<file path="src/rtl/i2cm_seq_pkg.sv">
`timescale 1ns / 1ps
`default_nettype none
// ----------------------------------------------------------------------------
// I2C master bit sequencer package
// Operation codes, item types and schedule constants.
// ----------------------------------------------------------------------------
package i2cm_seq_pkg;

  localparam logic [2:0] OP_START = 3'd0;
  localparam logic [2:0] OP_STOP  = 3'd1;
  localparam logic [2:0] OP_WRITE = 3'd2;
  localparam logic [2:0] OP_READ  = 3'd3;
  localparam logic [2:0] OP_TICK  = 3'd4;

  localparam int unsigned BitsPerByte = 8;
  localparam logic [4:0] BytePhases = 5'(2 * BitsPerByte);
  localparam logic [4:0] AckHigh    = 5'(2 * BitsPerByte + 1);
  localparam logic [4:0] LastLong   = 5'(2 * BitsPerByte + 2);

  typedef struct packed {
    logic [2:0] operation;
    logic [7:0] data_byte;
    logic       ack_level;
    logic       sda_in;
  } item_t;

  typedef struct packed {
    logic       scl_level;
    logic       sda_level;
    logic       done_res;
    logic       ack_received;
    logic [7:0] read_data;
  } res_t;

endpackage
`default_nettype wire

</file>
<file path="src/rtl/i2cm_seq_ifs.sv">
`timescale 1ns / 1ps
`default_nettype none
// ----------------------------------------------------------------------------
// I2C master bit sequencer channels
// Valid/ready channels for input items and result items.
// ----------------------------------------------------------------------------
interface i2cm_seq_in_if;
  logic       valid;
  logic       ready;
  logic [2:0] operation;
  logic [7:0] data_byte;
  logic       ack_level;
  logic       sda_in;

  modport source (output valid, output operation, output data_byte,
                  output ack_level, output sda_in, input ready);
  modport sink (input valid, input operation, input data_byte,
                input ack_level, input sda_in, output ready);
endinterface

interface i2cm_seq_out_if;
  logic       valid;
  logic       ready;
  logic       scl_level;
  logic       sda_level;
  logic       done_res;
  logic       ack_received;
  logic [7:0] read_data;

  modport source (output valid, output scl_level, output sda_level,
                  output done_res, output ack_received, output read_data,
                  input ready);
  modport sink (input valid, input scl_level, input sda_level,
                input done_res, input ack_received, input read_data,
                output ready);
endinterface
`default_nettype wire

</file>
<file path="src/rtl/i2cm_seq_engine.sv">
`timescale 1ns / 1ps
`default_nettype none
// ----------------------------------------------------------------------------
// I2C master bit sequencer engine
// Command state, interval counter and shift register; one step per item.
// ----------------------------------------------------------------------------
module i2cm_seq_engine (
  input  wire logic                clk_i,
  input  wire logic                rst_ni,
  input  wire logic                step_i,
  input  wire i2cm_seq_pkg::item_t item_i,
  output      i2cm_seq_pkg::res_t  res_o
);
  import i2cm_seq_pkg::*;

  typedef enum logic [2:0] {
    CMD_START = 3'd0,
    CMD_STOP  = 3'd1,
    CMD_WRITE = 3'd2,
    CMD_READ  = 3'd3,
    CMD_IDLE  = 3'd7
  } cmd_e;

  cmd_e       cmd_q, cmd_d;
  logic [4:0] cnt_q, cnt_d;
  logic [7:0] shift_q, shift_d;
  logic       scl_q, scl_d;
  logic       sda_q, sda_d;
  logic       ack_q, ack_d;
  logic       ack_send_q, ack_send_d;

  logic       scl, sda, last, ack_out;
  logic [7:0] data_out;
  logic       is_tick;

  assign is_tick = (item_i.operation == OP_TICK);

  always_comb begin
    cmd_d      = cmd_q;
    cnt_d      = cnt_q;
    shift_d    = shift_q;
    scl_d      = scl_q;
    sda_d      = sda_q;
    ack_d      = ack_q;
    ack_send_d = ack_send_q;
    scl        = 1'b1;
    sda        = 1'b1;
    last       = 1'b0;
    ack_out    = 1'b0;
    data_out   = 8'd0;

    if (!is_tick) begin
      if (item_i.operation <= OP_READ && cmd_q == CMD_IDLE) begin
        cmd_d = cmd_e'(item_i.operation);
        cnt_d = 5'd0;
        if (item_i.operation == OP_WRITE) begin
          shift_d = item_i.data_byte;
        end else if (item_i.operation == OP_READ) begin
          shift_d    = 8'd0;
          ack_send_d = item_i.ack_level;
        end
      end
    end else begin
      case (cmd_q)
        CMD_START: begin
          sda  = (cnt_q == 5'd0);
          last = (cnt_q != 5'd0);
        end
        CMD_STOP: begin
          sda  = (cnt_q != 5'd0);
          last = (cnt_q != 5'd0);
        end
        CMD_WRITE: begin
          if (cnt_q < BytePhases) begin
            scl = cnt_q[0];
            sda = shift_q[7];
            if (scl) shift_d = {shift_q[6:0], 1'b0};
          end else begin
            scl  = (cnt_q == AckHigh);
            if (scl) ack_d = item_i.sda_in;
            last = (cnt_q >= LastLong);
            if (last) ack_out = ack_q;
          end
        end
        CMD_READ: begin
          if (cnt_q < BytePhases) begin
            scl = cnt_q[0];
            if (scl) shift_d = {shift_q[6:0], item_i.sda_in};
          end else begin
            sda  = ack_send_q;
            scl  = (cnt_q == AckHigh);
            last = (cnt_q >= LastLong);
            if (last) data_out = shift_q;
          end
        end
        default: begin
          scl = scl_q;
          sda = sda_q;
        end
      endcase

      if (cmd_q != CMD_IDLE) begin
        scl_d = scl;
        sda_d = sda;
        if (last) begin
          if (cmd_q == CMD_START) begin
            scl_d = 1'b0;
            sda_d = 1'b0;
          end
          cmd_d = CMD_IDLE;
          cnt_d = 5'd0;
        end else begin
          cnt_d = cnt_q + 5'd1;
        end
      end
    end
  end

  assign res_o.scl_level    = scl;
  assign res_o.sda_level    = sda;
  assign res_o.done_res     = last;
  assign res_o.ack_received = ack_out;
  assign res_o.read_data    = data_out;

  always_ff @(posedge clk_i or negedge rst_ni) begin
    if (!rst_ni) begin
      cmd_q      <= CMD_IDLE;
      cnt_q      <= 5'd0;
      shift_q    <= 8'd0;
      scl_q      <= 1'b1;
      sda_q      <= 1'b1;
      ack_q      <= 1'b0;
      ack_send_q <= 1'b0;
    end else if (step_i) begin
      cmd_q      <= cmd_d;
      cnt_q      <= cnt_d;
      shift_q    <= shift_d;
      scl_q      <= scl_d;
      sda_q      <= sda_d;
      ack_q      <= ack_d;
      ack_send_q <= ack_send_d;
    end
  end

endmodule
`default_nettype wire

</file>
<file path="src/rtl/i2c_master_bit_sequencer_core.sv">
`timescale 1ns / 1ps
`default_nettype none
// ----------------------------------------------------------------------------
// I2C master bit sequencer core
// A tick item's result goes through the input register, then the result register.
// Throughput: one item per clock while the result register is free; set by
// the engine step between the input register and the result register.
// Commands give no result and pass without waiting on the result register.
// Reset: asynchronous, active low; idle, SCL and SDA released, both
// registers empty.
// ----------------------------------------------------------------------------
module i2c_master_bit_sequencer_core (
  input wire logic  clk_i,
  input wire logic  rst_ni,
  i2cm_seq_in_if.sink    in_i,
  i2cm_seq_out_if.source out_o
);
  import i2cm_seq_pkg::*;

  logic  in_valid_q;
  item_t in_item_q;
  logic  out_valid_q;
  res_t  out_res_q;

  res_t  res;
  logic  out_free;
  logic  advance;
  logic  in_ready;
  logic  is_tick;

  assign is_tick  = (in_item_q.operation == OP_TICK);
  assign out_free = !out_valid_q || out_o.ready;
  assign advance  = in_valid_q && (!is_tick || out_free);
  assign in_ready = !in_valid_q || advance;

  assign in_i.ready = in_ready;

  i2cm_seq_engine u_engine (
    .clk_i  (clk_i),
    .rst_ni (rst_ni),
    .step_i (advance),
    .item_i (in_item_q),
    .res_o  (res)
  );

  always_ff @(posedge clk_i or negedge rst_ni) begin
    if (!rst_ni) begin
      in_valid_q <= 1'b0;
    end else if (in_ready) begin
      in_valid_q <= in_i.valid;
    end
  end

  always_ff @(posedge clk_i) begin
    if (in_ready && in_i.valid) begin
      in_item_q.operation <= in_i.operation;
      in_item_q.data_byte <= in_i.data_byte;
      in_item_q.ack_level <= in_i.ack_level;
      in_item_q.sda_in    <= in_i.sda_in;
    end
  end

  always_ff @(posedge clk_i or negedge rst_ni) begin
    if (!rst_ni) begin
      out_valid_q <= 1'b0;
    end else if (advance && is_tick) begin
      out_valid_q <= 1'b1;
    end else if (out_o.ready) begin
      out_valid_q <= 1'b0;
    end
  end

  always_ff @(posedge clk_i) begin
    if (advance && is_tick) begin
      out_res_q <= res;
    end
  end

  assign out_o.valid        = out_valid_q;
  assign out_o.scl_level    = out_res_q.scl_level;
  assign out_o.sda_level    = out_res_q.sda_level;
  assign out_o.done_res     = out_res_q.done_res;
  assign out_o.ack_received = out_res_q.ack_received;
  assign out_o.read_data    = out_res_q.read_data;

endmodule
`default_nettype wire
</file>
<file path="src/flat_wrapper.sv">
// flat-port wrapper written by rule: the top's interface ports become plain ports
module i2c_master_bit_sequencer_core_flat import i2cm_seq_pkg::*;
  (clk_i, rst_ni, in_i_valid, in_i_operation, in_i_data_byte, in_i_ack_level, in_i_sda_in, in_i_ready, out_o_valid, out_o_scl_level, out_o_sda_level, out_o_done_res, out_o_ack_received, out_o_read_data, out_o_ready);
  i2cm_seq_in_if in_i_i ();
  i2cm_seq_out_if out_o_i ();
  input wire logic clk_i;
  input wire logic rst_ni;
  input wire logic [$bits(in_i_i.valid)-1:0] in_i_valid;
  input wire logic [$bits(in_i_i.operation)-1:0] in_i_operation;
  input wire logic [$bits(in_i_i.data_byte)-1:0] in_i_data_byte;
  input wire logic [$bits(in_i_i.ack_level)-1:0] in_i_ack_level;
  input wire logic [$bits(in_i_i.sda_in)-1:0] in_i_sda_in;
  output wire logic [$bits(in_i_i.ready)-1:0] in_i_ready;
  output wire logic [$bits(out_o_i.valid)-1:0] out_o_valid;
  output wire logic [$bits(out_o_i.scl_level)-1:0] out_o_scl_level;
  output wire logic [$bits(out_o_i.sda_level)-1:0] out_o_sda_level;
  output wire logic [$bits(out_o_i.done_res)-1:0] out_o_done_res;
  output wire logic [$bits(out_o_i.ack_received)-1:0] out_o_ack_received;
  output wire logic [$bits(out_o_i.read_data)-1:0] out_o_read_data;
  input wire logic [$bits(out_o_i.ready)-1:0] out_o_ready;
  assign in_i_i.valid = in_i_valid;
  assign in_i_i.operation = in_i_operation;
  assign in_i_i.data_byte = in_i_data_byte;
  assign in_i_i.ack_level = in_i_ack_level;
  assign in_i_i.sda_in = in_i_sda_in;
  assign in_i_ready = in_i_i.ready;
  assign out_o_valid = out_o_i.valid;
  assign out_o_scl_level = out_o_i.scl_level;
  assign out_o_sda_level = out_o_i.sda_level;
  assign out_o_done_res = out_o_i.done_res;
  assign out_o_ack_received = out_o_i.ack_received;
  assign out_o_read_data = out_o_i.read_data;
  assign out_o_i.ready = out_o_ready;
  i2c_master_bit_sequencer_core u_core (.clk_i(clk_i), .rst_ni(rst_ni), .in_i(in_i_i), .out_o(out_o_i));
endmodule
</file>
<file path="config.mk">
export PLATFORM = sky130hd
export DESIGN_NAME = i2c_master_bit_sequencer_core_flat
export DESIGN_NICKNAME = d
export VERILOG_FILES = /design/src/rtl/i2cm_seq_pkg.sv /design/src/rtl/i2cm_seq_ifs.sv /design/src/rtl/i2cm_seq_engine.sv /design/src/rtl/i2c_master_bit_sequencer_core.sv /design/src/flat_wrapper.sv
export SDC_FILE = /design/constraint.sdc
export NUM_CORES = 1
export LEC_CHECK = 0
export ABC_AREA = 1
export BUFFER_PORTS_ARGS = -buffer_cell sky130_fd_sc_hd__buf_2
export CORE_MARGIN = 5
export CORE_UTILIZATION = 50
export CTS_BUF_LIST = sky130_fd_sc_hd__clkbuf_4
export DETAILED_ROUTE_END_ITERATION = 8
export GPL_ROUTABILITY_DRIVEN = 0
export PLACE_DENSITY = 0.79
export SLEW_MARGIN = 20
export SYNTH_ARGS = -nofsm -noshare
export SYNTH_HDL_FRONTEND = slang
export SYNTH_SLANG_ARGS = --single-unit
export TNS_END_PERCENT = 30
</file>
<file path="constraint.sdc">
create_clock -name clk_i -period 3.9 [get_ports clk_i]
set_input_delay 0.585 -clock clk_i [delete_from_list [all_inputs] [get_ports clk_i]]
set_output_delay 0.585 -clock clk_i [all_outputs]
set_load 0.05 [all_outputs]
</file>
**After elaboration in Yosys (flattened, before gate mapping)**

Cells that the tools add are included.

- Flip-flop bits (word level): 47
- Latch bits: 0
- Memory bits (writable): 0
- Memory bits (read-only): 0
- Output and inout bits: 14
- Memories kept: 0

- Add/sub/neg operators: 1
- Multipliers: 0
- Divide/modulo/power cells: 0
- Order comparisons: 3
- Eq/ne operators: 16
- Shift-type cells: 0
- Multiplexer cells: 31
- Bitwise logic cells: 6
- Reductions and logical operators: 26

Operator list:

| cell | number |
|---|---|
| 8-bit two-way mux | 8 |
| 5-bit two-way mux | 4 |
| 3-bit != test (second input constant) | 6 |
| 8-bit case mux with 2 select lines | 1 |
| 3-bit by 2-bit equality test with 1-bit output (second input constant) | 4 |
| 3-bit two-way mux | 4 |
| 1-bit two-way mux | 11 |
| 5-bit AND reduction | 2 |
| 8-bit AND reduction | 1 |
| 4-bit OR reduction | 2 |
| 3-bit equality test (second input constant) | 2 |
| 1-bit NOT | 6 |
| 3-bit AND reduction | 2 |
| 5-bit by 1-bit adder with 5-bit output (second input constant) | 1 |
| 5-bit equality test (second input constant) | 1 |
| 5-bit >= comparator (second input constant) | 1 |
| 5-bit zero test | 1 |
| 5-bit less-than comparator (second input constant) | 1 |
| 5-bit nonzero test | 1 |
| 1-bit logical AND | 4 |
| 2-bit != test (second input constant) | 2 |
| 1-bit case mux with 2 select lines | 2 |
| 1-bit case mux with 4 select lines | 1 |
| 4-bit AND reduction | 1 |
| 8 further kinds | 14 |

**Depth between registers and ports, before layout**

Gate-level depths: netlist of the first run.

- Depth after elaboration: 7
- Mapped depth: 10
- Mapped depth without buffers: 10

**Modules after synthesis**

Synthesis of the first run repeated with hierarchy kept, for this count alone.

- Cell total of the unflattened synthesis: 252
- Area total of the unflattened synthesis: 2368.5 sq um

By module, submodules not included:

| module | times used | cells an instance | area each (sq um) | sequential area each (sq um) |
|---|---|---|---|---|
| i2cm_seq_engine | 1 | 212 | 1470.2 | 506.7 |
| i2c_master_bit_sequencer_core | 1 | 40 | 898.4 | 800.8 |

**Worst setup path after synthesis of the first run**

OpenSTA, ideal clock, no wires.

- Kind: reg-to-reg
- Start: register u_core.out_valid_q, in the netlist u_core.out_o.valid
- End: register u_core.in_item_q[0] in the netlist's numbering, enable pin
- Arrival: 1690 ps
- Data required time: 3600 ps
- Path slack: 1909 ps
- Cell stages (with the launch flop): 6
- Clock period less this slack: 1991 ps
- Cells stage by stage: dfrtp_1 inv_1 nor2_1 nand3_1 nand2_1 inv_1

- Cells in the longest elaborated chain, start to end: 6

RTL lines:

| item | line | RTL |
|---|---|---|
| from (decl) | i2c_master_bit_sequencer_core.sv:22 | `logic out_valid_q;` |
| from (signal assigned) | i2c_master_bit_sequencer_core.sv:65 | `out_valid_q <= 1'b0;` |
| from (signal assigned) | i2c_master_bit_sequencer_core.sv:67 | `out_valid_q <= 1'b1;` |
| from (signal assigned) | i2c_master_bit_sequencer_core.sv:69 | `out_valid_q <= 1'b0;` |
| 1-bit zero test | i2c_master_bit_sequencer_core.sv:32 | `assign out_free = !out_valid_q \|\| out_o.ready;` |
| 1-bit logical OR | i2c_master_bit_sequencer_core.sv:32 |  |
| 1-bit logical OR | i2c_master_bit_sequencer_core.sv:33 | `assign advance = in_valid_q && (!is_tick \|\| out_free);` |
| 1-bit logical AND | i2c_master_bit_sequencer_core.sv:33 |  |
| 1-bit logical OR | i2c_master_bit_sequencer_core.sv:34 | `assign in_ready = !in_valid_q \|\| advance;` |
| named net in_i_ready | flat_wrapper.sv:13 | `output wire logic [$bits(in_i_i.ready)-1:0] in_i_ready;` |
| 1-bit logical AND | i2c_master_bit_sequencer_core.sv:55 | `if (in_ready && in_i.valid) begin` |
| to (decl) | i2c_master_bit_sequencer_core.sv:21 | `item_t in_item_q;` |

The timed path passes the listed nets, and every way through them passes these cells.
A chain may end at the register's enable or synchronous reset.

**Worst setup path after layout of the first run**

- Start: register u_core.in_item_q[11] in the netlist's numbering
- End: output port in_i_ready

- Cells in the longest elaborated chain, start to end: 5

RTL lines:

| item | line | RTL |
|---|---|---|
| 3-bit equality test | i2c_master_bit_sequencer_core.sv:31 | `assign is_tick = (in_item_q.operation == OP_TICK);` |
| 1-bit zero test | i2c_master_bit_sequencer_core.sv:33 |  |
| 1-bit logical OR | i2c_master_bit_sequencer_core.sv:33 |  |
| 1-bit logical AND | i2c_master_bit_sequencer_core.sv:33 |  |
| 1-bit logical OR | i2c_master_bit_sequencer_core.sv:34 |  |
| to (decl) | flat_wrapper.sv:13 |  |

Every way passes these cells.

==> results of run 1 <==
## per-layer routing
metal | wire, microns | global-route usage | vias to the layer above
met3 | 295 | 0.0509 | 6
li1 | - | - | 852
met4 | 82 | 0.0619 | 0
met1 | 1810 | 0.172 | 733
met5 | 0 | 0 | -
met2 | 1830 | 0.223 | 43
## worst max-delay path, stage by stage, from the launching register on
cell	delay (ns)
edfxtp_1	0.46
inv_1	0.09
nand2_2	0.06
nor2_4	0.31
nand3_1	0.19
buf_2	0.26
## path summary, 6_finish.rpt
kind | start | to | slack, ns | cells after the start
max in group asynchronous | rst_ni | u_core.u_engine.sda_q$_DFFE_PN1P_ | 3.36 | 1
hold / removal | rst_ni | u_core.u_engine.shift_q[1]$_DFFE_PN0P_ | 0.16 | 1
setup / recovery | u_core.in_item_q[11]$_DFFE_PP_ | in_i_ready | 1.59 | 5
min in group clk_i | in_i_operation[2] | u_core.in_item_q[12]$_DFFE_PP_ | 0.39 | 1
setup reg to reg | u_core.in_item_q[11]$_DFFE_PP_ | u_core.out_o.sda_level$_SDFFCE_PN1P_ | 2.09 | 5
hold reg to reg | u_core.u_engine.scl_q$_DFFE_PN1P_ | u_core.u_engine.scl_q$_DFFE_PN1P_ | 0.48 | 2
## where the power goes
group	internal (W)	total (W)	leakage [nW]	switching, W
Combinational	0.0000605	0.000179	0.554	0.000119
Clock	0.0000779	0.000226	0.0356	0.000148
Sequential	0.000582	0.000628	0.502	0.0000453
## flip-flops by register name (all words and copies together) (netlist names)
signal	count
u_core.in_item_q	13
u_core.in_valid_q	1
u_core.out_o.ack_received	1
u_core.out_o.done_res	1
u_core.out_o.read_data	8
u_core.out_o.scl_level	1
u_core.out_o.sda_level	1
u_core.out_o.valid	1
u_core.u_engine.ack_q	1
u_core.u_engine.ack_send_q	1
u_core.u_engine.cmd_q	3
u_core.u_engine.cnt_q	5
u_core.u_engine.scl_q	1
u_core.u_engine.sda_q	1
u_core.u_engine.shift_q	8
## layout make-up
class / count / area, sq um / area share
Inverter: 27 / 101 / 0.0402
Sequential cell: 47 / 1310 / 0.518
Multi-Input combinational cell: 161 / 841 / 0.333
Timing Repair Buffer: 30 / 150 / 0.0595
Tap cell: 52 / 65.1 / 0.0258
Clock buffer: 6 / 45.0 / 0.0178
Clock inverter: 2 / 13.8 / 0.00545
## metrics by stage
step | hold slack, ns | instances | utilization
3_5_place_dp | 0.458 | 317 | 0.562
5_1_grt | 0.167 | 325 | 0.576
3_3_place_gp | 0.452 | 317 | 0.562
6_report | 0.163 | 325 | 0.576
4_1_cts | 0.170 | 325 | 0.576
2_1_floorplan | 0.289 | 239 | -
## Yosys cell counts
library cell   n  area share
nand4_1       11       0.030
ha_1           3       0.016
nand3_4        1      0.0077
xor2_1         2      0.0077
a21oi_1        2      0.0044
nand2_1       64        0.11
nor2_2         3      0.0082
o21ai_2        1      0.0038
edfxtp_1      25        0.33
nand2_8        1      0.0088
inv_2          1      0.0016
nor3b_1        2      0.0066
nand2_2        3      0.0082
nor2_8         1      0.0088
nor3_1         1      0.0022
or2_2          1      0.0028
or2_1          1      0.0028
o21ai_1        4      0.0088
dfrtp_1       17        0.19
inv_1         26       0.043
nor2_4         2      0.0099
buf_2          3      0.0066
nand2_4        1      0.0049
nor2_1        24       0.040
nand3_1       20       0.044
xnor2_1        1      0.0038
o21ai_0        8       0.018
o211ai_1       1      0.0033
dfstp_2        5       0.058
buf_6          1      0.0049
nand3_2        3       0.013
## cells by family after synthesis
logic type      after synthesis
xor+xnor                      3
flops                        47
buf+inv                      31
simple gates                139
fa+ha+maj                     3
compound gates               16
==> impl_metrics.ini, run 1 <==
[synthesis]
synth_cell_type_count = 31
synth_mux_area_frac = 0
yosys_warnings = 0
netlist_area_sq_um = 2280
syn_inst = 239
syn-num-nets = 259
synth_seq_cells = 47
seq_area_frac_synth = 0.574
synth-xor-area-share = 0.0115
synth_compound_area_frac = 0.0379
synthAdderAreaFrac = 0.0165
synthSimpleGateAreaFrac = 0.303
syn_avg_cell_area_sq_um = 9.52
synth_top_family_by_area = simple AND/OR/NAND/NOR gates

[routing]
drt_iter0_markers = 102
detail_route.first_pass.iterations = 4
vias = 1634
drc = 0
totalWireLength_microns = 4020
ant_nets = 0
wl_per_cell_microns = 12.4
via_per_inst = 5.03

[cells_and_area]
final_common_cell = nand2_1
nFillCells = 407
final_cell_mix = nand2_1, buf_2, inv_1
final_area_sq_um = 2520
nets = 292
area_growth_syn_to_layout_pct = 10.9
antenna_cells = 0
drive_above_1_share = 0.223

[floorplanning]
start_util = 0.519
die_w_microns = 77.5
num_rows = 24
die_area_sq_um = 6000
io-pin-count = 31
coreArea_sq_um = 4380
die_h_microns = 77.5

[global_routing]
grt_pass1_wl_microns = 6690
grt_pass1_vias = 1518
overflow = 0
antenna_found_initial = 0
grt_max_degree = 23
grt.total_usage = 0.141

[hold_path]
holdCritPathClass = in2async

[sta]
drv_slew = 0
slew_headroom = 0.660
setup_total_negative_slack_ns = 0
fmax_ghz = 0.433
skew_ns = 0.0230
period_minus_slack_ns = 2.31
setup_violations = 0
fin_ws_ns = 1.59
tightest_slew_ns = 0.510
min_period_over_period = 0.592
final-hold-violation-count = 0
rsz0062_at_grt = false

[pwr]
peakVddDrop_v = 0.000242
power_w = 0.00103
power.density_nw_per_um2 = 409
p_leak_nw = 1.09

[cts]
cts_buffers = 5
postCtsSetupRepairBufs = 0
htreeDepth = 2
holdBufCountCts = 0
clk_pin_slew_ns = 0.14
post_cts_resize_count = 0
root_buffer = clkbuf_4
cts_buffer_depth = 2
cts.sinks = 47
cts_tree = yes
clk_latency_ns = 0.37

[setup_path]
crit_path_max_fanout = 13
endpoint_kind = output pin
critical_path_class = reg2out
cp_data_required_time_ns = 3.31
arrival_ns = 1.72
worst_setup_path_start_kind = flip-flop

[placement]
place_hpwl_microns = 2990
dpl-instance-area_sq_um = 2460
io_buffers = 30
dpl_worst_slack_ns = 2.00

[status]
status = finished clean

[flow_run]
max-cap-violations = 0
Note: power is estimated with default switching activity, not from simulation.
==> run 2: changes to the inputs <==
- clock period: 3.9 -> 2.35 ns (I/O delays scaled with it)
==> impl_metrics.ini, run 2 (same netlist as run 1, synthesis figures left out) <==
[floorplanning]
die_w_microns = 77.5
die_area_sq_um = 6000
start_util = 0.519
coreArea_sq_um = 4380
die_h_microns = 77.5
num_rows = 24
io-pin-count = 31

[setup_path]
critPathBufInv = 2
endpoint_kind = output pin
critical_path_class = reg2out
max_stage_delay_ns = 0.44
r2r_start = u_core.in_item_q[11]$_DFFE_PP_
crit_slowest_cell = edfxtp_1
worstPathCellList = inv_1 -> nand2_2 -> nor2_4 -> nand3_1 -> buf_2
worst_path_dominant_cell_family = simple AND/OR/NAND/NOR gates
startpoint = u_core.in_item_q[11]$_DFFE_PP_
worst_setup_path_start_kind = flip-flop
arrival_ns = 1.68
crit_path_max_fanout = 13
cp_data_required_time_ns = 2.00

[cells_and_area]
final_core_util = 0.578
area_growth_syn_to_layout_pct = 11.3
largest_register = u_core.in_item_q
final_common_cell = nand2_1
largest_reg_flops = 13
final_cell_mix = nand2_1, buf_2, inv_1
drive_above_1_share = 0.223
antenna_cells = 0
nets = 293

[routing]
wl_per_cell_microns = 12.1
ant_nets = 0
drc = 0
totalWireLength_microns = 3950
vias = 1657
drt_iter0_markers = 117
detail_route.first_pass.iterations = 4
via_per_inst = 5.08

[cts]
cts_buffer_depth = 2
root_buffer = clkbuf_4
post_cts_resize_count = 0
holdBufCountCts = 1
cts_buffers = 5
cts.sinks = 47
htreeDepth = 2
clk_latency_ns = 0.36
clk_pin_slew_ns = 0.14
cts_tree = yes
postCtsSetupRepairBufs = 0

[flow_run]
max-cap-violations = 0

[hold_path]
min-delay-start = in_i_operation[0]
holdCritPathClass = in2reg

[placement]
io_buffers = 30
place_hpwl_microns = 2970
dpl_worst_slack_ns = 0.636

[pwr]
power.density_nw_per_um2 = 677
p_leak_nw = 1.10
peakVddDrop_v = 0.000366

[sta]
min_period_over_period = 0.863
fmax_ghz = 0.493
tightest_slew_ns = 0.494
setup_total_negative_slack_ns = 0
slew_headroom = 0.671
final-hold-violation-count = 0
skew_ns = 0.0164
setup_violations = 0
fin_ws_ns = 0.321
period_minus_slack_ns = 2.03
drv_slew = 0
rsz0062_at_grt = false

[global_routing]
grt_pass1_vias = 1488
grt_pass1_wl_microns = 6690
grt_max_degree = 23
overflow = 0
antenna_found_initial = 0
grt.total_usage = 0.139

[status]
status = finished clean
==> run 2: worst paths after layout <==
kind,slack [ns],cells past startpoint,end
min in group asynchronous,0.47,2,u_core.u_engine.shift_q[1]$_DFFE_PN0P_
hold / removal,0.15,1,u_core.in_item_q[10]$_DFFE_PP_
setup reg to reg,0.64,5,u_core.out_o.sda_level$_SDFFCE_PN1P_
max in group asynchronous,1.51,2,u_core.u_engine.sda_q$_DFFE_PN1P_
hold reg to reg,0.48,2,u_core.u_engine.sda_q$_DFFE_PN1P_
setup / recovery,0.32,5,in_i_ready
==> run 2: layout make-up <==
cell class                 instances  area [sq um]
fill                             381          1850
sequential                        47          1310
multi-input combinational        161           841
timing repair buffer              31           160
inverter                          27           101
tap                               52          65.1
clock buffer                       6          45.0
clock inverter                     2          13.8
==> run 2: where the power goes <==
part / total (W) / switching [W] / internal [W]
Sequential: 0.00104 / 0.0000783 / 0.000967
Clock: 0.000369 / 0.000240 / 0.000129
Combinational: 0.000301 / 0.000199 / 0.000102
==> run 2: per-layer routing <==
layer	wire length [microns]	track usage	vias to the layer above
li1	-	-	854
met1	1830	0.188	736
met2	1740	0.210	57
met3	284	0.0405	10
met4	89	0.0567	0
met5	0	0	-
==> run 2: stage by stage <==
step                power (W)  instance area (sq um)  instances  hold WS [ns]
floorplan             0.00128                   2280        239        0.0569
global placement      0.00135                   2460        317         0.348
detailed placement    0.00136                   2460        317         0.350
CTS                   0.00172                   2530        326         0.149
global route          0.00181                   2530        326         0.118
finish                0.00171                   2530        326         0.150
==> run 2: worst reg2reg max path, delay by kind of cell (launching register included) <==
family,cells,cell delay (ns)
buf+inv,2,0.44
flops,1,0.44
simple gates,3,0.49
==> run 3: changes to the inputs <==
- ABC_AREA: 1 -> default
- clock period: 2.35 -> 2.5 ns (I/O delays scaled with it)
==> impl_metrics.ini, run 3 <==
[floorplanning]
die_h_microns = 75.6
die_w_microns = 75.6
die_area_sq_um = 5710
io-pin-count = 31
num_rows = 23
coreArea_sq_um = 4090
start_util = 0.526

[synthesis]
synth_top_cell_area_share = 0.349
synth_seq_cells = 47
async_reset_ff_frac = 0.468
synthFlopType = edfxtp_1
synth.top_cells.by_count = edfxtp_1, dfrtp_1, mux2_2
yosys_warnings = 0
synthAdderAreaFrac = 0.0175
synth_compound_area_frac = 0.115
yosys.area.top_type = edfxtp_1
seq_area_frac_synth = 0.608
synth_most_common_cell = edfxtp_1
synthSimpleGateAreaFrac = 0.171
synth_mux_area_frac = 0.0576
synthTopCellsByArea = edfxtp_1, dfrtp_1, dfstp_2
synth-xor-area-share = 0.00407
syn_inst = 165
synth_cell_type_count = 43
syn-num-nets = 185
netlist_area_sq_um = 2150
synth_top_family_by_area = simple AND/OR/NAND/NOR gates
syn_avg_cell_area_sq_um = 13.0
synth_edf_count = 25

[routing]
wl_per_cell_microns = 15.3
vias = 1449
detail_route.first_pass.iterations = 4
totalWireLength_microns = 3830
drt_iter0_markers = 94
ant_nets = 0
drc = 0
via_per_inst = 5.80

[sta]
fmax_ghz = 0.462
min_period_over_period = 0.865
rsz0062_at_grt = false
tightest_slew_ns = 0.577
period_minus_slack_ns = 2.16
drv_slew = 0
setup_total_negative_slack_ns = 0
slew_headroom = 0.612
setup_violations = 0
skew_ns = 0.0129
final-hold-violation-count = 0
whs_ns = 0.174

[global_routing]
grt.total_usage = 0.152
grt_max_degree = 23
grt_pass1_vias = 1431
antenna_found_initial = 0
grt_pass1_wl_microns = 6560
overflow = 0

[pwr]
peakVddDrop_v = 0.000426
p_leak_nw = 0.968
power.density_nw_per_um2 = 751

[setup_path]
r2r_cells = 4
r2r_start = u_core.in_item_q[10]$_DFFE_PP_
cp_data_required_time_ns = 2.12
r2r_setup_slack_ns = 0.38
rr_endpoint = u_core.u_engine.ack_q$_DFFE_PN0P_
startpoint = u_core.in_item_q[10]$_DFFE_PP_
arrival_ns = 1.79
endpoint_kind = output pin
worst_setup_path_start_kind = flip-flop
critPathCapture = in_i_ready
crit_path_max_fanout = 10
critical_path_class = reg2out

[cells_and_area]
nets = 219
nFillCells = 355
final_common_cell = buf_2
largest_register = u_core.in_item_q
antenna_cells = 0
area_growth_syn_to_layout_pct = 12.1
final_cell_mix = buf_2, edfxtp_1, dfrtp_1
drive_above_1_share = 0.315
largest_reg_flops = 13
multi_input_area_sq_um = 785
seq_area_sq_um = 1310

[cts]
post_cts_resize_count = 0
clk_latency_ns = 0.37
htreeDepth = 2
clk_pin_slew_ns = 0.13
cts.sinks = 47
cts_tree = yes
cts_buffer_depth = 2
root_buffer = clkbuf_4
cts_buffers = 5

[placement]
place_hpwl_microns = 2930
io_buffers = 30

[flow_run]
max-cap-violations = 0

[status]
status = finished clean

[hold_path]
holdCritPathClass = in2reg
run 3: cell count changes in the layout (fill, tap and decap cells not counted), sizes merged, moves of 9 or more:
cell | before | now
and2 | 0 | 9
nand2 | 69 | 8
inv | 27 | 6
mux2 | 0 | 11
nand3 | 24 | 5
nor2 | 30 | 6
run 3: per-stage QoR:
step / power [W] / instances / setup WS (ns) / instance area, sq um / utilization
after floorplan: 0.00138 / 165 / 0.160 / 2150 / -
final: 0.00181 / 250 / 0.338 / 2410 / 0.590
after global placement: 0.00144 / 241 / 0.447 / 2340 / 0.573
after global routing: 0.00192 / 250 / 0.193 / 2410 / 0.590
after detailed placement: 0.00147 / 241 / 0.370 / 2340 / 0.573
after CTS: 0.00182 / 250 / 0.299 / 2410 / 0.590
run 3: routing by layer:
layer	up-vias	global-route usage	wire length (microns)
met3	6	0.0409	266
met5	-	0	0
li1	695	-	-
met4	0	0.0485	59
met2	42	0.237	1870
met1	706	0.208	1630
run 3: area by class of cell:
| type | instances | share of cell area |
|---|---|---|
| clock inverter | 3 | 0.00831 |
| clock buffer | 5 | 0.0156 |
| inverter | 6 | 0.00935 |
| sequential | 47 | 0.543 |
| tap | 50 | 0.0260 |
| timing repair buffer | 33 | 0.0727 |
| multi-input combinational | 106 | 0.326 |
run 3: how the worst min path moves through the flow:
stage / from / slack (ns) / cells past startpoint / endpoint
2_1_floorplan: rst_ni / 0.08 / 0 / u_core.in_valid_q$_DFFE_PN0N_
3_3_place_gp: rst_ni / 0.36 / 1 / u_core.out_o.valid$_DFFE_PN0P_
3_5_place_dp: rst_ni / 0.37 / 1 / u_core.out_o.valid$_DFFE_PN0P_
4_1_cts: in_i_data_byte[2] / 0.16 / 1 / u_core.in_item_q[4]$_DFFE_PP_
5_1_grt: in_i_data_byte[5] / 0.14 / 1 / u_core.in_item_q[7]$_DFFE_PP_
6_report: in_i_data_byte[0] / 0.17 / 1 / u_core.in_item_q[2]$_DFFE_PP_
run 3: worst max-delay path: stages (launching register included):
cell      delay [ns]
edfxtp_1        0.49
nor3b_4         0.50
nand3_1         0.19
buf_2           0.25
run 3: what timing repair did:
| action | CTS | global route |
|---|---|---|
| buffers inserted | 0 | 0 |
| endpoints found under the hold margin | 17 | 0 |
| hold buffers | 1 | 0 |
run 3: power breakdown:
part	total (W)	internal (W)	switching, W
registers	0.00108	0.000942	0.000137
logic	0.000384	0.000184	0.000201
clock network	0.000346	0.000108	0.000238
run 3: kinds of logic after synthesis:
kind of cell,count (synthesis)
adders and majority gates,3
muxes,11
buffers and inverters,12
DFF,47
and+or+nand+nor,58
xor gates and xnor gates,1
AOI/OAI and AO/OA,33
